<file path="src/rtl/det_pkg.sv">
// shared types, codes and helpers of the directory entry table
package det_pkg;

  localparam int NAME_W  = 64;
  localparam int INODE_W = 16;
  localparam int OP_W    = 2;
  localparam int STAT_W  = 3;

  localparam logic [OP_W-1:0] OP_LOOKUP = 2'd0;
  localparam logic [OP_W-1:0] OP_PUT    = 2'd1;
  localparam logic [OP_W-1:0] OP_DELETE = 2'd2;
  localparam logic [OP_W-1:0] OP_LIST   = 2'd3;

  localparam logic [STAT_W-1:0] STAT_OK         = 3'd0;
  localparam logic [STAT_W-1:0] STAT_NOT_FOUND  = 3'd1;
  localparam logic [STAT_W-1:0] STAT_NOT_DIR    = 3'd2;
  localparam logic [STAT_W-1:0] STAT_NO_SPACE   = 3'd3;
  localparam logic [STAT_W-1:0] STAT_LIST_EMPTY = 3'd4;

  localparam logic [NAME_W-1:0] NAME_DOT    = 64'h2E;
  localparam logic [NAME_W-1:0] NAME_DOTDOT = 64'h2E2E;

  typedef struct packed {
    logic [OP_W-1:0]    opcode;
    logic [NAME_W-1:0]  entry_name;
    logic [INODE_W-1:0] inode_number;
  } in_item_t;

  typedef struct packed {
    logic [STAT_W-1:0]  status;
    logic [INODE_W-1:0] found_inode;
    logic [NAME_W-1:0]  listed_name;
    logic               last;
  } out_item_t;

  typedef struct packed {
    logic [NAME_W-1:0]  name;
    logic [INODE_W-1:0] inode;
  } slot_t;

  typedef struct packed {
    logic en;
    logic bwd;
  } shift_ctl_t;

  // cut a name at its first zero byte and at nbytes bytes
  function automatic logic [NAME_W-1:0] clean_name(input logic [NAME_W-1:0] raw,
                                                    input int nbytes);
    logic [NAME_W-1:0] r;
    logic keep;
    r = '0;
    keep = 1'b1;
    for (int i = 0; i < NAME_W / 8; i++) begin
      if (raw[8*i +: 8] == 8'h00 || i >= nbytes) keep = 1'b0;
      if (keep) r[8*i +: 8] = raw[8*i +: 8];
    end
    return r;
  endfunction

endpackage

</file>
<file path="src/rtl/det_cell.sv">
// one slot of the table ring, shifting toward either neighbor
module det_cell import det_pkg::*; (
  input  logic       clk,
  input  shift_ctl_t ctl,
  input  slot_t      from_up,
  input  slot_t      from_dn,
  output slot_t      slot_q
);

  slot_t slot_r;

  always_ff @(posedge clk) begin
    if (ctl.en) begin
      slot_r <= ctl.bwd ? from_dn : from_up;
    end
  end

  assign slot_q = slot_r;

endmodule

</file>
<file path="config.mk">
export PLATFORM = sky130hd
export DESIGN_NAME = det_cell
export DESIGN_NICKNAME = d
export VERILOG_FILES = /design/src/rtl/det_pkg.sv /design/src/rtl/det_cell.sv
export SDC_FILE = /design/constraint.sdc
export NUM_CORES = 1
export LEC_CHECK = 0
export BUFFER_PORTS_ARGS = -buffer_cell sky130_fd_sc_hd__buf_2
export CORE_MARGIN = 2
export CORE_UTILIZATION = 35
export CTS_CLUSTER_DIAMETER = 80
export DETAILED_ROUTE_END_ITERATION = 16
export PLACE_DENSITY = 0.71
export SLEW_MARGIN = 20
export SYNTH_ARGS = -nofsm -noshare
export SYNTH_HDL_FRONTEND = slang
export SYNTH_SLANG_ARGS = --single-unit
</file>
<file path="constraint.sdc">
create_clock -name clk -period 1.35 [get_ports clk]
set_input_delay 0.27 -clock clk [delete_from_list [all_inputs] [get_ports clk]]
set_output_delay 0.27 -clock clk [all_outputs]
set_load 0.02 [all_outputs]
</file>
==> run_results.csv, run 1 <==
group,metric,value,unit
cells_and_area,final_net_count,581,
cells_and_area,largest_reg_flops,80,
placed_design,portBuffers,242,
timing,fin_hold_ws,0.227,ns
cells_and_area,diodes,0,
power,peakVddDrop,547,uV
yosys,synth_top_family_by_area,"multiplexers",
timing,grt_setup_unrepaired,"false",
yosys,muxShareOfSynthArea,31.8,%
floorplanning,die_w,108,um
placed_design,post_dp_cell_area,5080,um2
yosys,syn_area,3770,um2
clock_network,cts_buffers,9,
clock_network,postCtsSetupBuffers,0,
power,power.density,1160,nW/um2
timing,fin_crit,1.17,ns
grt,grt_overflow_total,0,
yosys,synth_simple_gate_area_share,0,%
route,drt_iter0_drc,52,
yosys,yosys_warnings,0,
yosys,netlist_instances,169,
route,postRouteAntennaNets,0,
critical_path,path_buf_inv,1,
critical_path,cp_cell_sequence,"buf_2",
clock_network,cts_resized,0,
yosys,ys_ff_latch,80,
grt,grt_pass1_wl,12200,um
critical_path,cp-end-kind,"output port",
cells_and_area,nFillCells,920,
cells_and_area,fin_area,5280,um2
clock_network,cts_buffer_depth,2,
clock_network,cts_hold_buffers,0,
yosys,avgSynthCellArea,22.3,um2
grt,grt_pass1_vias,2579,
critical_path,cp-start-kind,"flip-flop",
timing,finalSetupTns,0,ns
run,drv_cap,0,
critical_path,cpMaxStageDelayCell,"edfxtp_1",
power,p_leak,2.54,nW
cells_and_area,final_common_cell,"buf_2",
clock_network,cts_tree,"built",
cells_and_area,layout_common_cells,"buf_2, mux2_4, edfxtp_1, clkbuf_8, buf_12",
critical_path,cp_data_required_time,1.08,ns
cells_and_area,layout-drive-gt1-share,80.3,%
floorplanning,chipHeight,108,um
timing,fin_crit_sh,86.4,%
critical_path,worstPathArrival,0.90,ns
critical_path,worstSetupPathType,"reg2out",
critical_path,crit_family,"flip-flops",
outcome,status,"completed",
clock_network,root_buffer,"clkbuf_8",
floorplanning,core,10400,um2
critical_path,cp_slowest_stage_delay,0.39,ns
grt,grt_usage,13.9,%
timing,fmaxAchievable,857,MHz
route,avgRoutedWirePerCell,15.0,um
yosys,synth-compound-area-share,0,%
route,drc_errors,0,
critical_path,critPathMaxFanout,1,
floorplanning,dieArea,11600,um2
grt,grt_antenna_before_repair,0,
timing,slew_violations,0,
clock_network,htreeDepth,3,
power,p_total,6.11,mW
route,finalWirelength,8360,um
cells_and_area,area_growth,39.8,%
route,num_vias,2447,
placed_design,place_congestion,0.698,
yosys,yosysSeqAreaShare,63.6,%
timing,slew_headroom,80.9,%
clock_network,clkTransAtPathRegs,0.08,ns
route,dr.pass1.iters,4,
yosys,synth-xor-area-share,0,%
worst_hold_path,holdCritPathClass,"in2reg",
floorplanning,initial_core_util,36.2,%
yosys,synth_nets,332,
yosys,yosys.area_share.adder,0,%
floorplanning,rows,37,
timing,setup_viol,0,
clock_network,cts_sinks,80,
route,vias_per_cell,4.39,
timing,hold_violations,0,
yosys,netlist-cell-type-count,4,
grt,grt_max_degree,45,
placed_design,dp_hpwl,6610,um
floorplanning,pin_count,243,
timing,tightest_slew,0.286,ns
## metal layers
layer / share of wire, % / GRT usage, % / routed length (um) / vias up
met5: 0 / 0 / 0 / -
met4: 1.1 / 5.31 / 96 / 0
met3: 11 / 5.69 / 882 / 7
met2: 52 / 25.3 / 4380 / 142
met1: 36 / 14.2 / 3000 / 1140
li1: - / - / - / 1158
## layout make-up
class,instances,area (um2),area share [%]
Timing Repair Buffer,247,1300,24.7
Tap cell,136,170,3.22
Multi-Input combinational cell,80,1200,22.8
Sequential cell,80,2400,45.5
Clock buffer,10,128,2.42
Clock inverter,5,72.6,1.38
## cells by family after synthesis
kind of cell | Yosys count
muxes | 80
DFF | 80
buffers and inverters | 9
## Yosys cell counts, drive strengths merged
master | instances | area, um2
buf | 9 | 171
edfxtp | 80 | 2400
mux2 | 80 | 1200
## path summary, 6_finish.rpt
check / startpoint / endpoint / slack, ns / depth (start not counted)
setup / recovery: slot_q[70] / slot_q[70] / 0.18 / 1
hold / removal: from_up[53] / slot_q[53] / 0.23 / 2
## where the power goes
part / leakage, nW / switching, mW / internal (mW) / total (mW)
clock: 0.101 / 0.815 / 1.02 / 1.83
combinational: 1.65 / 0.606 / 0.613 / 1.22
sequential: 0.783 / 0.0561 / 3.00 / 3.06
## metrics by stage
step	utilization [%]	std cells	setup WS, ns
detailed placement	48.7	543	0.0524
global route	50.7	558	0.120
floorplan	-	169	0.204
CTS	50.7	558	0.141
global placement	48.7	543	0.0812
finish	50.7	558	0.183
Note: power is estimated with default switching activity, not from simulation.
==> inputs of run 2 (changes only) <==
--- a/config.mk
+++ b/config.mk
@@ -11,7 +11,7 @@
 export CTS_CLUSTER_DIAMETER = 80
 export DETAILED_ROUTE_END_ITERATION = 16
 export PLACE_DENSITY = 0.71
-export SLEW_MARGIN = 20
+export SLEW_MARGIN = 10
 export SYNTH_ARGS = -nofsm -noshare
 export SYNTH_HDL_FRONTEND = slang
 export SYNTH_SLANG_ARGS = --single-unit
==> constraint.sdc (replaced) <==
create_clock -name clk -period 1.15 [get_ports clk]
set_input_delay 0.23 -clock clk [delete_from_list [all_inputs] [get_ports clk]]
set_output_delay 0.23 -clock clk [all_outputs]
set_load 0.02 [all_outputs]
==> run 2 against run 1 <==
- clock-buffer cell count increased by 1
- global-route usage increased by 0.095 points
- critical path depth unchanged
- highest routed layer unchanged
- sequential power increased by 18%
- critical endpoint is now slot_q[29]
- total power increased by 16%
- final area increased by 3.6%
- cell count increased by 0.18%
- first-iteration DRC count increased by 33%
- sequential share of layout area decreased by 1.6 points
- worst setup slack got worse by 0.18 ns
==> run_results.csv, run 2 (synthesis gave the netlist of run 1 again) <==
group,metric,value,unit
timing,grt_setup_unrepaired,"true",
clock_network,postCtsSetupBuffers,0,
cells_and_area,layout_common_cells,"buf_2, mux2_4, edfxtp_1, buf_6, clkbuf_8",
cells_and_area,diodes,0,
placed_design,portBuffers,242,
timing,fin_crit_sh,99.3,%
clock_network,cts_buffer_depth,2,
clock_network,cts_tree,"built",
route,num_vias,2445,
power,peakVddDrop,658,uV
route,drt_iter0_drc,69,
critical_path,worstPathArrival,0.91,ns
power,p_leak,2.60,nW
floorplanning,rows,37,
grt,grt_max_degree,42,
cells_and_area,area_growth,44.9,%
clock_network,cts_buffers,9,
cells_and_area,layout-drive-gt1-share,80.1,%
timing,slew_violations,0,
critical_path,cp-end-kind,"output port",
timing,hold_violations,0,
route,finalWirelength,8510,um
cells_and_area,layoutNonFillerInstCount,559,
route,dr.pass1.iters,3,
placed_design,place_inst,543,
timing,fmaxAchievable,876,MHz
cells_and_area,final_common_cell,"buf_2",
grt,grt_use_met1,13.2,%
power,p_total,7.11,mW
grt,grt_pass1_wl,12300,um
route,avgRoutedWirePerCell,15.2,um
clock_network,htreeDepth,3,
timing,tightest_slew,0.295,ns
timing,setup_viol,0,
cells_and_area,largest_reg_flops,80,
route,drc_errors,0,
floorplanning,core,10400,um2
cells_and_area,multi_input_area,1200,um2
critical_path,path_buf_inv,1,
cells_and_area,nFillCells,909,
timing,slew_headroom,80.3,%
floorplanning,pin_count,243,
outcome,status,"completed",
floorplanning,chipHeight,108,um
clock_network,cts_sinks,80,
grt,grt_antenna_before_repair,0,
route,vias_per_cell,4.37,
grt,grt_pass1_vias,2695,
cells_and_area,final_net_count,581,
grt,grt_util_met3,5.63,%
power,power.density,1300,nW/um2
critical_path,cp_cell_sequence,"buf_6",
clock_network,clkTransAtPathRegs,0.08,ns
critical_path,cp-start-kind,"flip-flop",
placed_design,dp_hpwl,6650,um
worst_hold_path,holdCritPathClass,"in2reg",
cells_and_area,regArea,2400,um2
critical_path,cp_data_required_time,0.92,ns
grt,grt_usage,14.0,%
grt,grt_overflow_total,0,
floorplanning,dieArea,11600,um2
clock_network,root_buffer,"clkbuf_8",
grt,use_met2,27.3,%
run,drv_cap,0,
critical_path,cpMaxStageDelayCell,"edfxtp_1",
floorplanning,die_w,108,um
critical_path,crit_family,"flip-flops",
critical_path,critPathMaxFanout,1,
timing,fin_crit,1.14,ns
placed_design,place_congestion,0.705,
critical_path,worstSetupPathType,"reg2out",
critical_path,cp_slowest_stage_delay,0.42,ns
clock_network,cts_hold_buffers,0,
floorplanning,initial_core_util,36.2,%
route,postRouteAntennaNets,0,
grt,grt-busiest-layer,"met2",
## run 2: area by class of cell
class                      instances  area share, %
clock buffer                      11           2.40
clock inverter                     5          0.869
multi-input combinational         80           22.0
sequential                        80           43.9
tap                              136           3.11
timing repair buffer             247           27.7
## run 2: path summary, 6_finish.rpt
check / slack (ns) / cells past startpoint / start / end
worst max-delay path: 0.008 / 1 / slot_q[29] / slot_q[29]
worst min-delay path: 0.19 / 2 / from_up[29] / slot_q[29]
## run 2: where the power goes
group,internal (mW),leakage (nW),switching (mW),total [mW]
Sequential,3.53,0.783,0.0941,3.62
Clock,0.984,0.0922,0.948,1.93
Combinational,0.844,1.73,0.715,1.56
## run 2: per-layer routing
metal / vias to the layer above / wire (um)
met4: 0 / 79
met3: 6 / 927
li1: 1161 / -
met5: - / 0
met1: 1138 / 2880
met2: 140 / 4620
## run 2: repair_timing
item | in CTS | in global routing
setup endpoints to repair | 6 | 37
gates cloned | 0 | 0
resized for setup | 8 | 61
## run 2: through the flow
stage | setup slack (ns) | TNS, ns | util [%] | area (um2) | hold WS, ns
after CTS | -0.0303 | -0.0739 | 50.7 | 5280 | 0.166
final | 0.00792 | 0 | 52.5 | 5470 | 0.186
after detailed placement | -0.103 | -6.60 | 48.7 | 5080 | 0.534
after global routing | -0.0520 | -0.310 | 52.5 | 5470 | 0.162
after floorplan | 0.0438 | 0 | - | 3770 | 0.342
after global placement | -0.0802 | -5.39 | 48.7 | 5080 | 0.530
==> inputs of run 3 (changes only) <==
==> constraint.sdc (replaced) <==
create_clock -name clk -period 1.15 [get_ports clk]
set_input_delay 0.0575 -clock clk [delete_from_list [all_inputs] [get_ports clk]]
set_output_delay 0.0575 -clock clk [all_outputs]
set_load 0.02 [all_outputs]
==> run 3 against run 2 <==
- critical path type unchanged
- maximum frequency rose by 15%
- highest routed layer unchanged
- total power rose by 2.7%
- sequential power about the same
- worst hold slack lost 0.16 ns
- sequential share of layout area decreased by 5.2 points
==> run_results.csv, run 3 (synthesis gave the netlist of run 1 again) <==
group,metric,value,unit
critical_path,critPathMaxFanout,1,
grt,grt_use_met1,15.9,%
grt,grt_util_met3,5.45,%
timing,slew_violations,0,
floorplanning,core,10400,um2
placed_design,place_congestion,0.698,
route,finalWirelength,10300,um
worst_hold_path,holdCritPathClass,"in2reg",
timing,fin_crit,0.992,ns
cells_and_area,layout-drive-gt1-share,66.0,%
floorplanning,chipHeight,108,um
cells_and_area,final_net_count,675,
critical_path,worstSetupEndpoint,"slot_q[29]",
grt,grt-busiest-layer,"met2",
critical_path,crit_family,"flip-flops",
timing,slew_headroom,80.7,%
cells_and_area,diodes,0,
cells_and_area,final_util,59.6,%
grt,grt_pass1_vias,3139,
timing,fin_crit_sh,86.3,%
power,p_leak,2.91,nW
route,postRouteAntennaNets,0,
cells_and_area,largest_reg_flops,80,
timing,tightest_slew,0.290,ns
clock_network,clkTransAtPathRegs,0.08,ns
clock_network,cts_buffers,9,
critical_path,worstPathArrival,0.93,ns
critical_path,cp-start-kind,"flip-flop",
timing,setup_viol,0,
cells_and_area,final_common_cell,"buf_2",
critical_path,cp-end-kind,"output port",
floorplanning,initial_core_util,36.2,%
grt,grt_antenna_before_repair,0,
power,power.density,1180,nW/um2
critical_path,cp_slowest_stage_delay,0.41,ns
clock_network,root_buffer,"clkbuf_8",
critical_path,cpMaxStageDelayCell,"edfxtp_1",
critical_path,worstSetupPathType,"reg2out",
cells_and_area,area_growth,64.4,%
route,avgRoutedWirePerCell,15.7,um
critical_path,path_buf_inv,1,
route,num_vias,2850,
critical_path,startpoint,"slot_q[29]",
timing,grt_setup_unrepaired,"false",
timing,fmaxAchievable,1010,MHz
route,vias_per_cell,4.36,
power,peakVddDrop,619,uV
floorplanning,rows,37,
clock_network,cts_buffer_depth,2,
route,drc_errors,0,
cells_and_area,layout_common_cells,"buf_2, dlygate4sd3_1, mux2_4, edfxtp_1, clkbuf_8",
timing,finalSetupTns,0,ns
run,drv_cap,0,
placed_design,portBuffers,242,
outcome,status,"completed",
grt,grt_max_degree,45,
route,drt_iter0_drc,95,
grt,grt_usage,16.9,%
critical_path,cp.depth,1,
floorplanning,dieArea,11600,um2
clock_network,cts_sinks,80,
route,dr.pass1.iters,4,
critical_path,cp_data_required_time,1.09,ns
grt,use_met2,33.5,%
timing,hold_violations,0,
critical_path,cp_cell_sequence,"buf_2",
floorplanning,pin_count,243,
grt,grt_overflow_total,0,
clock_network,htreeDepth,3,
floorplanning,die_w,108,um
grt,grt_pass1_wl,14800,um
clock_network,cts_tree,"built",
run 3: changes by cell type in the layout (fill, tap and decap cells not counted), sizes merged:
cell         change
dlygate4sd3     +94
clkinv           -3
clkinvlp         +3
run 3: cell type report:
cell class	count	area [um2]
Timing Repair Buffer	341	2240
Fill cell	816	4210
Clock inverter	5	57.6
Clock buffer	11	131
Tap cell	136	170
Multi-Input combinational cell	80	1200
Sequential cell	80	2400
run 3: through the flow:
| step | hold WS (ns) | power [mW] | cell area [um2] | cells | worst slack (ns) |
|---|---|---|---|---|---|
| global placement | 0.358 | 5.07 | 5080 | 543 | 0.0937 |
| global route | 0.00164 | 7.62 | 6210 | 653 | 0.117 |
| CTS | 0.0000408 | 7.37 | 6140 | 646 | 0.122 |
| finish | 0.0220 | 7.30 | 6210 | 653 | 0.158 |
| floorplan | 0.170 | 4.50 | 3770 | 169 | 0.216 |
| detailed placement | 0.361 | 5.11 | 5080 | 543 | 0.0650 |
run 3: layer usage:
| layer | routed length, um | share of wire, % |
|---|---|---|
| met1 | 3500 | 34 |
| met2 | 5720 | 56 |
| met3 | 861 | 8.4 |
| met4 | 175 | 1.7 |
| met5 | 0 | 0 |
run 3: how the worst min path moves through the flow:
stage,from,end,depth (start not counted)
after floorplan,ctl[1],slot_q[0],0
after global placement,from_dn[44],slot_q[44],2
after detailed placement,from_up[27],slot_q[27],2
after CTS,from_dn[5],slot_q[5],2
after global routing,from_dn[18],slot_q[18],2
final,from_dn[15],slot_q[15],2
run 3: what timing repair did:
action,CTS,global route
endpoints found under the hold margin,49,7
setup buffers,0,0
hold buffers,87,7
setup endpoints to repair,0,0
resized for setup,0,0
run 3: power breakdown:
part	total, mW	switching (mW)	internal (mW)
clock network	2.01	1.01	1.00
registers	3.59	0.0702	3.52
logic	1.70	0.775	0.928
total	7.30	1.85	5.45
