## config.mk

```make
export PLATFORM = sky130hd
export DESIGN_NAME = det_ctrl
export DESIGN_NICKNAME = d
export VERILOG_FILES = /design/src/rtl/det_pkg.sv /design/src/rtl/det_ctrl.sv
export SDC_FILE = /design/constraint.sdc
export NUM_CORES = 1
export LEC_CHECK = 0
export BUFFER_PORTS_ARGS = -buffer_cell sky130_fd_sc_hd__buf_2
export CAP_MARGIN = 0
export CORE_AREA = 10 10 187 189
export DETAILED_ROUTE_END_ITERATION = 16
export DIE_AREA = 0 0 197 199
export PLACE_DENSITY = 0.76
export SETUP_SLACK_MARGIN = 0.5
export SYNTH_ARGS = -nofsm -noshare
export SYNTH_HDL_FRONTEND = slang
export SYNTH_SLANG_ARGS = --single-unit
export TNS_END_PERCENT = 50
```

## constraint.sdc

```tcl
create_clock -name clk -period 8.2 [get_ports clk]
set_clock_uncertainty 0.15 [all_clocks]
set_input_delay 0.41 -clock clk [delete_from_list [all_inputs] [get_ports clk]]
set_output_delay 0.41 -clock clk [all_outputs]
set_load 0.05 [all_outputs]
```

## src/rtl/det_pkg.sv

```systemverilog
// shared types, codes and helpers of the directory entry table
package det_pkg;

  localparam int NAME_W  = 64;
  localparam int INODE_W = 16;
  localparam int OP_W    = 2;
  localparam int STAT_W  = 3;

  localparam logic [OP_W-1:0] OP_LOOKUP = 2'd0;
  localparam logic [OP_W-1:0] OP_PUT    = 2'd1;
  localparam logic [OP_W-1:0] OP_DELETE = 2'd2;
  localparam logic [OP_W-1:0] OP_LIST   = 2'd3;

  localparam logic [STAT_W-1:0] STAT_OK         = 3'd0;
  localparam logic [STAT_W-1:0] STAT_NOT_FOUND  = 3'd1;
  localparam logic [STAT_W-1:0] STAT_NOT_DIR    = 3'd2;
  localparam logic [STAT_W-1:0] STAT_NO_SPACE   = 3'd3;
  localparam logic [STAT_W-1:0] STAT_LIST_EMPTY = 3'd4;

  localparam logic [NAME_W-1:0] NAME_DOT    = 64'h2E;
  localparam logic [NAME_W-1:0] NAME_DOTDOT = 64'h2E2E;

  typedef struct packed {
    logic [OP_W-1:0]    opcode;
    logic [NAME_W-1:0]  entry_name;
    logic [INODE_W-1:0] inode_number;
  } in_item_t;

  typedef struct packed {
    logic [STAT_W-1:0]  status;
    logic [INODE_W-1:0] found_inode;
    logic [NAME_W-1:0]  listed_name;
    logic               last;
  } out_item_t;

  typedef struct packed {
    logic [NAME_W-1:0]  name;
    logic [INODE_W-1:0] inode;
  } slot_t;

  typedef struct packed {
    logic en;
    logic bwd;
  } shift_ctl_t;

  // cut a name at its first zero byte and at nbytes bytes
  function automatic logic [NAME_W-1:0] clean_name(input logic [NAME_W-1:0] raw,
                                                    input int nbytes);
    logic [NAME_W-1:0] r;
    logic keep;
    r = '0;
    keep = 1'b1;
    for (int i = 0; i < NAME_W / 8; i++) begin
      if (raw[8*i +: 8] == 8'h00 || i >= nbytes) keep = 1'b0;
      if (keep) r[8*i +: 8] = raw[8*i +: 8];
    end
    return r;
  endfunction

endpackage

```

## src/rtl/det_ctrl.sv

```systemverilog
// head controller: operation sequencing, ring feed, result register
module det_ctrl import det_pkg::*; #(
  parameter int MAX_ENTRIES = 64,
  parameter int NAME_BYTES  = 8
) (
  input  logic       clk,
  input  logic       rst_n,
  input  logic       in_valid,
  output logic       in_stall,
  input  in_item_t   in_data,
  output logic       out_valid,
  input  logic       out_stall,
  output out_item_t  out_data,
  input  logic       cfg_wr_en,
  input  logic       cfg_wr_data,
  input  slot_t      head,
  input  slot_t      head_next,
  input  slot_t      tail,
  output slot_t      feed,
  output shift_ctl_t ring_ctl
);

  localparam int CW = $clog2(MAX_ENTRIES + 1);
  localparam logic [CW-1:0] N_CW   = CW'(MAX_ENTRIES);
  localparam logic [CW-1:0] LAST_T = CW'(MAX_ENTRIES - 1);

  localparam logic [1:0] S_IDLE  = 2'd0;
  localparam logic [1:0] S_SCAN  = 2'd1;
  localparam logic [1:0] S_FINAL = 2'd2;

  logic [1:0]         state_r, state_nxt;
  logic [CW-1:0]      t_r, t_nxt;
  logic [CW-1:0]      cnt_r, cnt_nxt;
  logic               found_r, found_nxt;
  logic               app_r, app_nxt;
  logic               pend_v_r, pend_v_nxt;
  logic               notdir_r, notdir_nxt;
  logic               is_dir_r, is_dir_nxt;
  logic               out_valid_r, out_valid_nxt;
  logic [OP_W-1:0]    op_r, op_nxt;
  logic [NAME_W-1:0]  name_r, name_nxt;
  logic [INODE_W-1:0] ino_r, ino_nxt;
  logic [INODE_W-1:0] res_ino_r, res_ino_nxt;
  slot_t              pend_r, pend_nxt;
  out_item_t          out_r, out_nxt;

  logic          in_acc, out_free, scanning, step, hit, skip, cand, is_dot;
  logic          in_rng_f, in_rng_b, append_ok;
  logic [CW-1:0] idx_b;

  assign in_stall  = (state_r != S_IDLE);
  assign in_acc    = in_valid && !in_stall;
  assign out_free  = !out_valid_r || !out_stall;
  assign scanning  = (state_r == S_SCAN);

  assign in_rng_f  = (t_r < cnt_r);
  assign append_ok = (t_r == cnt_r) && (cnt_r != N_CW);
  assign idx_b     = LAST_T - t_r;
  assign in_rng_b  = (idx_b < cnt_r);
  assign is_dot    = (tail.name == NAME_DOT) || (tail.name == NAME_DOTDOT);
  assign cand      = in_rng_b && !is_dot;

  always_comb begin
    hit = 1'b0;
    unique case (op_r)
      OP_LOOKUP: hit = !found_r && in_rng_f && (head.name == name_r);
      OP_PUT:    hit = !found_r && ((in_rng_f && (head.name[7:0] == 8'h00)) || append_ok);
      OP_DELETE: hit = !found_r && in_rng_f && (head.name != '0) && (head.name == name_r);
      OP_LIST:   hit = 1'b0;
      default:   hit = 1'b0;
    endcase
  end

  assign skip = (op_r == OP_DELETE) && (found_r || hit);
  assign step = scanning && !((op_r == OP_LIST) && cand && pend_v_r && !out_free);

  assign ring_ctl.en  = step;
  assign ring_ctl.bwd = (op_r == OP_LIST);

  always_comb begin
    feed = head;
    if (op_r == OP_PUT && hit) begin
      feed.name  = name_r;
      feed.inode = ino_r;
    end else if (skip) begin
      feed = (t_r == LAST_T) ? '0 : head_next;
    end
  end

  always_comb begin
    state_nxt     = state_r;
    t_nxt         = t_r;
    cnt_nxt       = cnt_r;
    found_nxt     = found_r;
    app_nxt       = app_r;
    pend_v_nxt    = pend_v_r;
    notdir_nxt    = notdir_r;
    is_dir_nxt    = is_dir_r;
    op_nxt        = op_r;
    name_nxt      = name_r;
    ino_nxt       = ino_r;
    res_ino_nxt   = res_ino_r;
    pend_nxt      = pend_r;
    out_nxt       = out_r;
    out_valid_nxt = out_valid_r && out_stall;

    if (cfg_wr_en) is_dir_nxt = cfg_wr_data;

    unique case (state_r)
      S_IDLE: begin
        if (in_acc) begin
          op_nxt     = in_data.opcode;
          name_nxt   = clean_name(in_data.entry_name, NAME_BYTES);
          ino_nxt    = in_data.inode_number;
          t_nxt      = '0;
          found_nxt  = 1'b0;
          app_nxt    = 1'b0;
          pend_v_nxt = 1'b0;
          notdir_nxt = (in_data.opcode != OP_LOOKUP) && !is_dir_r;
          state_nxt  = notdir_nxt ? S_FINAL : S_SCAN;
        end
      end
      S_SCAN: begin
        if (step) begin
          t_nxt     = t_r + CW'(1);
          found_nxt = found_r || hit;
          if (op_r == OP_LOOKUP && hit) res_ino_nxt = head.inode;
          if (op_r == OP_PUT && hit && !in_rng_f) app_nxt = 1'b1;
          if (op_r == OP_LIST && cand) begin
            pend_nxt   = tail;
            pend_v_nxt = 1'b1;
            if (pend_v_r) begin
              // a further entry follows, so the pending one is not the last
              out_nxt.status      = STAT_OK;
              out_nxt.found_inode = pend_r.inode;
              out_nxt.listed_name = pend_r.name;
              out_nxt.last        = 1'b0;
              out_valid_nxt       = 1'b1;
            end
          end
          if (t_r == LAST_T) state_nxt = S_FINAL;
        end
      end
      S_FINAL: begin
        if (out_free) begin
          out_nxt.status      = STAT_OK;
          out_nxt.found_inode = '0;
          out_nxt.listed_name = '0;
          out_nxt.last        = 1'b1;
          if (notdir_r) begin
            out_nxt.status = STAT_NOT_DIR;
          end else begin
            unique case (op_r)
              OP_LOOKUP: begin
                out_nxt.status      = found_r ? STAT_OK : STAT_NOT_FOUND;
                out_nxt.found_inode = found_r ? res_ino_r : '0;
              end
              OP_PUT: begin
                out_nxt.status = found_r ? STAT_OK : STAT_NO_SPACE;
                if (app_r) cnt_nxt = cnt_r + CW'(1);
              end
              OP_DELETE: begin
                out_nxt.status = found_r ? STAT_OK : STAT_NOT_FOUND;
                if (found_r) cnt_nxt = cnt_r - CW'(1);
              end
              OP_LIST: begin
                if (pend_v_r) begin
                  out_nxt.found_inode = pend_r.inode;
                  out_nxt.listed_name = pend_r.name;
                end else begin
                  out_nxt.status = STAT_LIST_EMPTY;
                end
              end
              default: out_nxt.status = STAT_NOT_FOUND;
            endcase
          end
          out_valid_nxt = 1'b1;
          state_nxt     = S_IDLE;
        end
      end
      default: state_nxt = S_IDLE;
    endcase
  end

  always_ff @(posedge clk) begin
    if (!rst_n) begin
      state_r     <= S_IDLE;
      t_r         <= '0;
      cnt_r       <= '0;
      found_r     <= 1'b0;
      app_r       <= 1'b0;
      pend_v_r    <= 1'b0;
      notdir_r    <= 1'b0;
      is_dir_r    <= 1'b1;
      out_valid_r <= 1'b0;
    end else begin
      state_r     <= state_nxt;
      t_r         <= t_nxt;
      cnt_r       <= cnt_nxt;
      found_r     <= found_nxt;
      app_r       <= app_nxt;
      pend_v_r    <= pend_v_nxt;
      notdir_r    <= notdir_nxt;
      is_dir_r    <= is_dir_nxt;
      out_valid_r <= out_valid_nxt;
    end
  end

  always_ff @(posedge clk) begin
    op_r      <= op_nxt;
    name_r    <= name_nxt;
    ino_r     <= ino_nxt;
    res_ino_r <= res_ino_nxt;
    pend_r    <= pend_nxt;
    out_r     <= out_nxt;
  end

  assign out_valid = out_valid_r;
  assign out_data  = out_r;

endmodule

```

==> summary.txt, run 1 <==
Route
  – Routed via count: 13600
  – DRT Pass-1 Iters: 6
  – Routed wire per std cell: 25.0 um
  – Drt first-iter violations: 1150
  – WL final: 57.9 mm
  – Antenna-violating nets left: 0
  – Vias per cell: 5.86
  – Remaining routing DRC violations: 0

Setup path
  – Maximum fanout along the worst path: 83
  – Critical Path AT: 4.81 ns
  – Kind of start point of the critical path: flip-flop
  – Crit path capture type: output port
  – Slack of the worst reg-to-reg path: 4.18 ns
  – Critical path required time: 7.64 ns
  – Critical path type: flip-flop to output port

Die
  – Site Rows: 65
  – Die area: 39200 sq um
  – Core area: 31200 sq um
  – Die Ht: 199 um
  – Num ports: 496
  – Initial core utilization: 47.4%
  – Die width: 197 um

Synthesis
  – Post-Synth Adder-Cell Area: 2.33%
  – Mapped Cells: 1295
  – Synth Area in Compound Gates: 16.3%
  – Post-Syn Nets: 1650
  – Post-synthesis sequential area ratio: 56.1%
  – Main combinational cell family by area after synthesis: simple AND/OR/NAND/NOR gates
  – Simple-Gate Fraction of Synth Area: 16.6%
  – Yosys top cell by area: edfxtp_1
  – Post-synth EDFFs: 262
  – Area share of the largest cell type after synthesis: 53.1%
  – Post-synthesis mux area share: 0.406%
  – Area contributors post-synth: edfxtp_1 (53%), nand2_1 (4.6%), and2_1 (4.6%)
  – Post-synthesis xor/xnor area fraction: 3.13%
  – Ys async rst share: 0%
  – Syn_area_per_cell: 11.4 sq um
  – Yosys warns: 0
  – FF+latch count, synth: 284
  – Syn Std Cell Area: 14800 sq um
  – Top FF cell, synth: edfxtp_1
  – Unique masters post-synth: 73

Clocking
  – CTS sink cnt: 284
  – Worst-path clk slew: 0.06 ns
  – Root buffer selected by CTS: clkbuf_16
  – Num CTS Buffers: 30
  – CTS tree: yes
  – CTS max path bufs: 3
  – Worst-Skew Late Latency: 0.57 ns
  – Number of H-tree levels: 1

Global route
  – Pin count of the biggest net entering global routing: 85
  – Initial antenna violation count: 5
  – Global Route Usage Sum: 28.3%
  – Gr ovfl total: 0
  – Vias in the first global route: 14100
  – First-pass GRT wire length: 85.7 mm

Cells and area
  – Layout cells sized above 1: 30.1%
  – Fin nets: 2248
  – Final core area utilization: 63.2%
  – Post-Layout Cell Count: 2318
  – Area grow syn2layout: 33.3%

Timing
  – Minimum clock period: 5.37 ns
  – Slew margin rel.: 17.5%
  – Final setup fails: 0
  – RSZ-0062 raised after global routing: no
  – TNS Setup: 0 ns
  – Tightest Pin Transition: 1.23 ns
  – Final hold slack: 0.0153 ns
  – Final Hold Fails: 0
  – Max Freq: 186 MHz
  – Slew Limit Fails: 0
  – Tcrit/Tclk final: 65.4%

Placed design
  – Dpl cells: 2112
  – Gpl congestion: 0.908
  – I/O Buffers: 495
  – DP HPWL: 41.4 mm

Outcome
  – Status: complete, no violations

Run
  – Max_cap viols: 0

Power
  – Max VDD drop: 0.177 mV
  – P_leak: 7.72 nW
  – Power Dens Cells: 277 nW/um^2

Hold path
  – Worst Hold Class: primary input to flip-flop
synth_stat cells, types with 3 or more instances:
| cell type | instances |
|---|---|
| edfxtp_1 | 262 |
| nand2_1 | 182 |
| and2_1 | 109 |
| o31ai_1 | 87 |
| o21a_1 | 82 |
| a31oi_1 | 81 |
| clkbuf_1 | 54 |
| xnor2_1 | 52 |
| nor4_1 | 43 |
| inv_1 | 39 |
| ha_1 | 26 |
| dfxtp_1 | 22 |
| nand4_1 | 21 |
| and3_1 | 20 |
| a22o_1 | 16 |
| nor2_1 | 16 |
| a21oi_1 | 15 |
| buf_2 | 12 |
| nor2b_1 | 12 |
| o21ai_0 | 12 |
| nand2b_1 | 10 |
| buf_12 | 9 |
| nand3_1 | 9 |
| nor3_1 | 9 |
| or4_1 | 8 |
| buf_8 | 6 |
| mux2i_1 | 6 |
| o2111ai_1 | 5 |
| a21boi_0 | 4 |
| buf_4 | 4 |
| buf_6 | 4 |
| a21boi_1 | 3 |
| or2b_1 | 3 |
layout make-up:
class / instances / area [sq um]
Timing Repair Buffer: 655 / 4060
Clock inverter: 19 / 155
Fill cell: 2392 / 11500
Antenna cell: 4 / 10.0
Sequential cell: 284 / 8310
Multi-Input combinational cell: 881 / 5790
Inverter: 41 / 155
Tap cell: 402 / 503
Clock buffer: 32 / 758
sequential cells by signal, summed over array words and instances, names as in the netlist, 2 cells and up:
signal     count
state_r        2
name_r        64
cnt_r          7
ino_r         16
op_r           2
pend_r        80
out_data      84
res_ino_r     16
t_r            7
final timing paths:
path,startpoint,to,depth (start not counted)
min,in_data[33],name_r[17],2
min reg2reg,state_r[0],state_r[0],2
max reg2reg,op_r[0],res_ino_r[4],10
max,t_r[5],feed[68],11
power by group:
part | switching [mW] | internal [mW] | leakage (nW)
clock | 0.574 | 0.701 | 0.438
combinational | 1.64 | 0.584 | 4.68
sequential | 0.113 | 1.85 | 2.60
total | 2.33 | 3.14 | 7.72
routing by layer:
layer | global-route usage (%) | share of wire, %
met5 | 0 | 0.022
met4 | 12.2 | 4.6
met3 | 7.30 | 10
met2 | 50.0 | 50
met1 | 31.7 | 35
kinds of logic (layout without fill, tap and decap cells):
group,after synthesis,in the layout
simple gates,463,463
other cells,0,4
flops,284,284
compound gates,332,332
xor+xnor,53,53
buf+inv,130,747
fa+ha+maj,27,27
mux,6,6
worst max-delay path, cell delays in order (launching register included):
cell	delay (ns)
dfxtp_1	0.37
inv_1	0.08
ha_1	0.36
nor4b_2	0.34
inv_1	0.08
o2111ai_2	0.35
o21a_4	0.89
o21a_2	0.48
buf_4	0.63
a31oi_1	0.16
o21a_1	0.19
buf_2	0.22
cell usage in the layout, fill, tap and decap left out, drive strengths merged, types with 3 or more instances in the layout:
cell type,netlist,layout
a22o,16,16
nor3,9,9
a21oi,15,15
diode,0,4
nor2b,13,13
o21a,83,83
nor2,16,16
clkbuf,54,32
xnor2,52,52
buf,35,504
dlygate4sd3,0,151
o31ai,87,87
mux2i,6,6
edfxtp,262,262
nand2b,10,10
or4,8,8
clkinvlp,0,3
dfxtp,22,22
o2111ai,6,6
a31oi,81,81
o21ai,15,15
a21boi,8,8
and3,20,20
nand2,183,183
nor4,46,46
and2,110,110
nand3,9,9
inv,41,42
ha,26,26
nor4b,3,3
nand4,22,22
or2b,5,5
clkinv,0,14
repair_timing:
action | CTS | global route
hold buffers | 151 | 0
gates resized for setup | 0 | 0
endpoints found under the hold margin | 150 | 0
buffers inserted | 0 | 0
through the flow:
step	total power [mW]	instance area (sq um)	setup slack, ns
final	5.47	19700	2.83
after floorplan	3.60	14800	2.38
after global placement	4.11	17300	3.52
after global routing	5.69	19700	2.62
after detailed placement	4.13	17300	3.48
after CTS	5.46	19700	2.89
No activity file was read; power rests on OpenSTA's default activity.
==> inputs of run 2 (changes only) <==
==> constraint.sdc (replaced) <==
create_clock -name clk -period 5.4 [get_ports clk]
set_clock_uncertainty 0.15 [all_clocks]
set_input_delay 0.27 -clock clk [delete_from_list [all_inputs] [get_ports clk]]
set_output_delay 0.27 -clock clk [all_outputs]
set_load 0.05 [all_outputs]
==> summary.txt, run 2 (synthesis results as in run 1) <==
Timing
  – Slew Limit Fails: 0
  – Final setup fails: 0
  – Slew margin rel.: 23.3%
  – Final Hold Fails: 0
  – Tcrit/Tclk final: 85.0%
  – Final hold slack: 0.143 ns
  – Minimum clock period: 4.59 ns
  – Tightest Pin Transition: 1.14 ns
  – TNS Setup: 0 ns
  – Max Freq: 218 MHz
  – RSZ-0062 raised after global routing: no
  – Final setup margin: 0.812 ns

Setup path
  – CP max stage delay: 0.70 ns
  – Crit path capture type: output port
  – Maximum fanout along the worst path: 80
  – Kind of start point of the critical path: flip-flop
  – Worst-path cell chain: inv_1 -> ha_1 -> nor4b_2 -> inv_1 -> o2111ai_2 -> o21a_4 -> nor2_1 -> o31a_4 -> o21a_1 -> buf_2
  – Critical path type: flip-flop to output port
  – Critical-path top delay cell: o31a_4
  – Critical Path AT: 4.17 ns
  – Buffer and inverter count on the worst path: 3
  – Most common cell on crit path: inv_1
  – Critical path required time: 4.98 ns
  – Crit path max-delay family: compound AO/OA/AOI/OAI gates

Placed design
  – Pre-CTS setup slack: 1.44 ns
  – DP HPWL: 42.2 mm
  – Dpl cells: 2117
  – I/O Buffers: 495
  – Gpl congestion: 0.946
  – Placement Cell Area: 17300 sq um

Cells and area
  – Commonest non-fill, non-tap cell in the layout: buf_2
  – Largest register FFs: 84
  – Layout cells sized above 1: 29.9%
  – Post-Layout Cell Count: 2356
  – Area grow syn2layout: 36.2%
  – Final core area utilization: 64.6%
  – Design Area, Final: 20200 sq um
  – Filler instances: 2361
  – Fin nets: 2283
  – Commonest cells after routing, fill and taps aside: buf_2 (495), edfxtp_1 (262), dlygate4sd3_1 (182)

Route
  – Routed via count: 13700
  – Vias per cell: 5.82
  – Drt first-iter violations: 1253
  – Routed wire per std cell: 24.6 um
  – Remaining routing DRC violations: 0
  – WL final: 58.1 mm
  – DRT Pass-1 Iters: 7
  – Antenna-violating nets left: 0

Global route
  – First-pass GRT wire length: 85.2 mm
  – Pin count of the biggest net entering global routing: 85
  – Global Route Usage Sum: 28.2%
  – Vias in the first global route: 14200
  – Gr ovfl total: 0
  – Initial antenna violation count: 2

Clocking
  – CTS sink cnt: 284
  – CTS max path bufs: 3
  – Number of H-tree levels: 1
  – Root buffer selected by CTS: clkbuf_16
  – CTS tree: yes
  – Worst-Skew Late Latency: 0.56 ns
  – Num CTS Buffers: 29
  – Worst-path clk slew: 0.07 ns

Power
  – P_leak: 7.92 nW
  – Power Dens Cells: 422 nW/um^2
  – Max VDD drop: 0.270 mV
  – Total chip power: 8.52 mW

Die
  – Core area: 31200 sq um
  – Initial core utilization: 47.4%
  – Die area: 39200 sq um
  – Die width: 197 um
  – Site Rows: 65
  – Die Ht: 199 um
  – Num ports: 496

Hold path
  – Worst Hold Class: primary input to flip-flop

Run
  – Max_cap viols: 0

Outcome
  – Status: complete, no violations
-- run 2: cell types whose count changed in the layout (fill, tap and decap cells not counted), moves of 3 or more --
cell	delta
clkbuf_1	+7
clkbuf_8	+4
buf_4	+5
dlygate4sd3_1	+31
bufinv_16	+3
clkinv_1	-7
-- run 2: area by class of cell --
| cell class | count | area, sq um | share of cell area (%) |
|---|---|---|---|
| Inverter | 41 | 155 | 0.769 |
| Timing Repair Buffer | 691 | 4400 | 21.8 |
| Clock buffer | 42 | 815 | 4.04 |
| Antenna cell | 3 | 7.51 | 0.0372 |
| Multi-Input combinational cell | 881 | 5790 | 28.7 |
| Clock inverter | 12 | 188 | 0.930 |
| Sequential cell | 284 | 8310 | 41.2 |
| Tap cell | 402 | 503 | 2.49 |
-- run 2: final timing paths --
check	start	to	slack (ns)	cells after the start
worst max-delay path	t_r[5]	feed[6]	0.81	10
worst min-delay path	in_valid	notdir_r	0.14	5
worst max register to register	t_r[5]	res_ino_r[13]	1.53	11
worst min register to register	state_r[0]	state_r[0]	0.34	2
-- run 2: tightest hold or removal path, stage by stage --
cell     delay [ns]
buf_2          0.12
nand2_1        0.18
nand2_1        0.07
o21ai_0        0.06
and2_1         0.11
-- run 2: repair_timing --
action	CTS	global route
setup buffers	0	0
hold endpoints to repair	189	0
gates resized for setup	0	1
endpoints found under the setup margin	0	1
hold buffers	182	0
-- run 2: where the power goes --
group,switching (mW),internal [mW],leakage (nW)
Combinational,2.51,0.915,4.84
Clock,0.869,1.25,0.484
Sequential,0.170,2.81,2.60
Total,3.55,4.97,7.92
-- run 2: routing by layer --
layer	up-vias	routed length [um]	GRT usage [%]
met1	6452	20200	31.2
met2	949	29300	50.0
met4	2	2830	13.3
met3	182	5760	6.96
li1	6122	-	-
met5	-	17	0
==> inputs of run 3 (changes only) <==
--- a/config.mk
+++ b/config.mk
@@ -7,10 +7,10 @@
 export LEC_CHECK = 0
 export BUFFER_PORTS_ARGS = -buffer_cell sky130_fd_sc_hd__buf_2
 export CAP_MARGIN = 0
-export CORE_AREA = 10 10 187 189
+export CORE_MARGIN = 10
+export CORE_UTILIZATION = 46
 export DETAILED_ROUTE_END_ITERATION = 16
-export DIE_AREA = 0 0 197 199
-export PLACE_DENSITY = 0.76
+export PLACE_DENSITY = 0.77
 export SETUP_SLACK_MARGIN = 0.5
 export SYNTH_ARGS = -nofsm -noshare
 export SYNTH_HDL_FRONTEND = slang
==> constraint.sdc (replaced) <==
create_clock -name clk -period 4.2 [get_ports clk]
set_clock_uncertainty 0.15 [all_clocks]
set_input_delay 0.21 -clock clk [delete_from_list [all_inputs] [get_ports clk]]
set_output_delay 0.21 -clock clk [all_outputs]
set_load 0.05 [all_outputs]
==> summary.txt, run 3 (synthesis results as in run 1) <==
Setup path
  – Kind of start point of the critical path: flip-flop
  – Crit path capture type: output port
  – Critical path required time: 3.84 ns
  – Most common cell on crit path: buf_6
  – CP max stage delay: 0.46 ns
  – Critical path type: flip-flop to output port
  – Critical Path AT: 3.40 ns
  – Crit path max-delay family: compound AO/OA/AOI/OAI gates
  – Worst-path cell chain: ha_4 -> nor2_4 -> o2111ai_2 -> nor4_2 -> nand4_1 -> a2111oi_4 -> buf_6 -> buf_6 -> o31a_4 -> o21a_1 -> buf_4
  – Critical-path top delay cell: edfxtp_1
  – Maximum fanout along the worst path: 6
  – Buffer and inverter count on the worst path: 3

Cells and area
  – Filler instances: 2176
  – Commonest cells after routing, fill and taps aside: buf_2 (420), edfxtp_1 (262), dlygate4sd3_1 (182)
  – Layout cells sized above 1: 33.8%
  – Area grow syn2layout: 45.7%
  – Largest register FFs: 84
  – Fin nets: 2333
  – Commonest non-fill, non-tap cell in the layout: buf_2

Timing
  – Final hold slack: 0.0286 ns
  – Slew Limit Fails: 0
  – Final setup margin: 0.436 ns
  – RSZ-0062 raised after global routing: yes
  – Minimum clock period: 3.76 ns
  – Final setup fails: 0
  – TNS Setup: 0 ns
  – Slew margin rel.: 19.9%
  – Max Freq: 266 MHz
  – Tightest Pin Transition: 1.19 ns
  – Tcrit/Tclk final: 89.6%
  – Final Hold Fails: 0

Outcome
  – Status: complete, no violations

Clocking
  – CTS max path bufs: 3
  – Number of H-tree levels: 1
  – Worst-Skew Late Latency: 0.56 ns
  – CTS tree: yes
  – Worst-path clk slew: 0.06 ns
  – CTS sink cnt: 284
  – Root buffer selected by CTS: clkbuf_16
  – Num CTS Buffers: 28

Placed design
  – Gpl congestion: 0.958
  – Pre-CTS setup slack: 0.481 ns
  – DP HPWL: 43.0 mm
  – I/O Buffers: 495

Die
  – Initial core utilization: 46.8%
  – Site Rows: 65
  – Die width: 199 um
  – Num ports: 496
  – Die area: 39800 sq um
  – Core area: 31600 sq um
  – Die Ht: 199 um

Route
  – DRT Pass-1 Iters: 12
  – WL final: 68.5 mm
  – Remaining routing DRC violations: 0
  – Drt first-iter violations: 1388
  – Routed via count: 14700
  – Vias per cell: 6.11
  – Antenna-violating nets left: 0
  – Routed wire per std cell: 28.4 um

Power
  – P_leak: 8.41 nW
  – Max VDD drop: 0.419 mV
  – Power Dens Cells: 541 nW/um^2
  – Total chip power: 11.7 mW

Global route
  – Vias in the first global route: 14800
  – Initial antenna violation count: 13
  – First-pass GRT wire length: 92.2 mm
  – Pin count of the biggest net entering global routing: 85
  – Global Route Usage Sum: 31.0%
  – Gr ovfl total: 0

Hold path
  – Worst Hold Class: primary input to flip-flop

Run
  – Max_cap viols: 0
[run 3: changes by cell type in the layout (fill, tap and decap cells not counted), moves of 7 or more]
cell      previous run  this run
a31oi_1             81        65
buf_4               14        75
dfxtp_1             22        14
buf_2              495       420
o31a_4               1        14
clkbuf_1             9         2
buf_6                0        26
diode_2              3        13
dfxtp_2              0         8
a31oi_2              0        11
[run 3: layer usage]
metal | track usage (%) | vias up | wire length, um
met5 | 0 | - | 12
met4 | 19.3 | 2 | 5840
met2 | 53.0 | 1217 | 32100
met3 | 8.75 | 359 | 8600
met1 | 33.4 | 6878 | 21900
li1 | - | 6289 | -
[run 3: final cells by class]
class,instances,area (sq um),area share [%]
clock buffers,30,708,3.28
repair buffers,727,5270,24.4
multi-input cells,896,6380,29.6
clock inverters,20,211,0.980
inverters,41,155,0.719
flip-flops and latches,284,8320,38.6
diodes,13,32.5,0.151
well taps,402,503,2.33
[run 3: per-stage QoR]
step / area [sq um] / cells / util, %
3_5_place_dp: 17400 / 2120 / 55.0
6_report: 21600 / 2413 / 68.2
4_1_cts: 20900 / 2381 / 66.1
2_1_floorplan: 14800 / 1295 / -
3_3_place_gp: 17400 / 2120 / 55.0
5_1_grt: 21600 / 2411 / 68.2
[run 3: path summary, 6_finish.rpt]
path                                 start       endpoint  cells past startpoint  slack [ns]
worst max-delay path               op_r[0]       feed[58]                     11        0.44
worst min-delay path              in_valid     state_r[1]                      4        0.03
worst max register to register     op_r[0]  res_ino_r[13]                     12        0.84
worst min register to register  state_r[0]     state_r[0]                      2        0.33
[run 3: worst register-to-register path, delay by kind of cell (launching register included)]
family                   cells  cell delay (ns)
AND/OR/NAND/NOR              4             0.79
AO/OA/AOI/OAI                3             0.62
flip-flops                   1             0.46
buffers and inverters        4             0.80
adder cells (fa/ha/maj)      1             0.23
[run 3: what timing repair did]
action | CTS | global route
resized for setup | 107 | 103
buffers inserted | 15 | 4
hold buffers | 182 | 0
setup endpoints to repair | 80 | 80
cloned | 14 | 15
hold endpoints to repair | 192 | 0
pin swaps | 12 | 15
[run 3: report_power, final]
part           internal [mW]  total, mW  switching (mW)
logic                   1.66       5.29            3.62
registers               3.61       3.85           0.241
clock network           1.41       2.53            1.12
total                   6.69       11.7            4.98
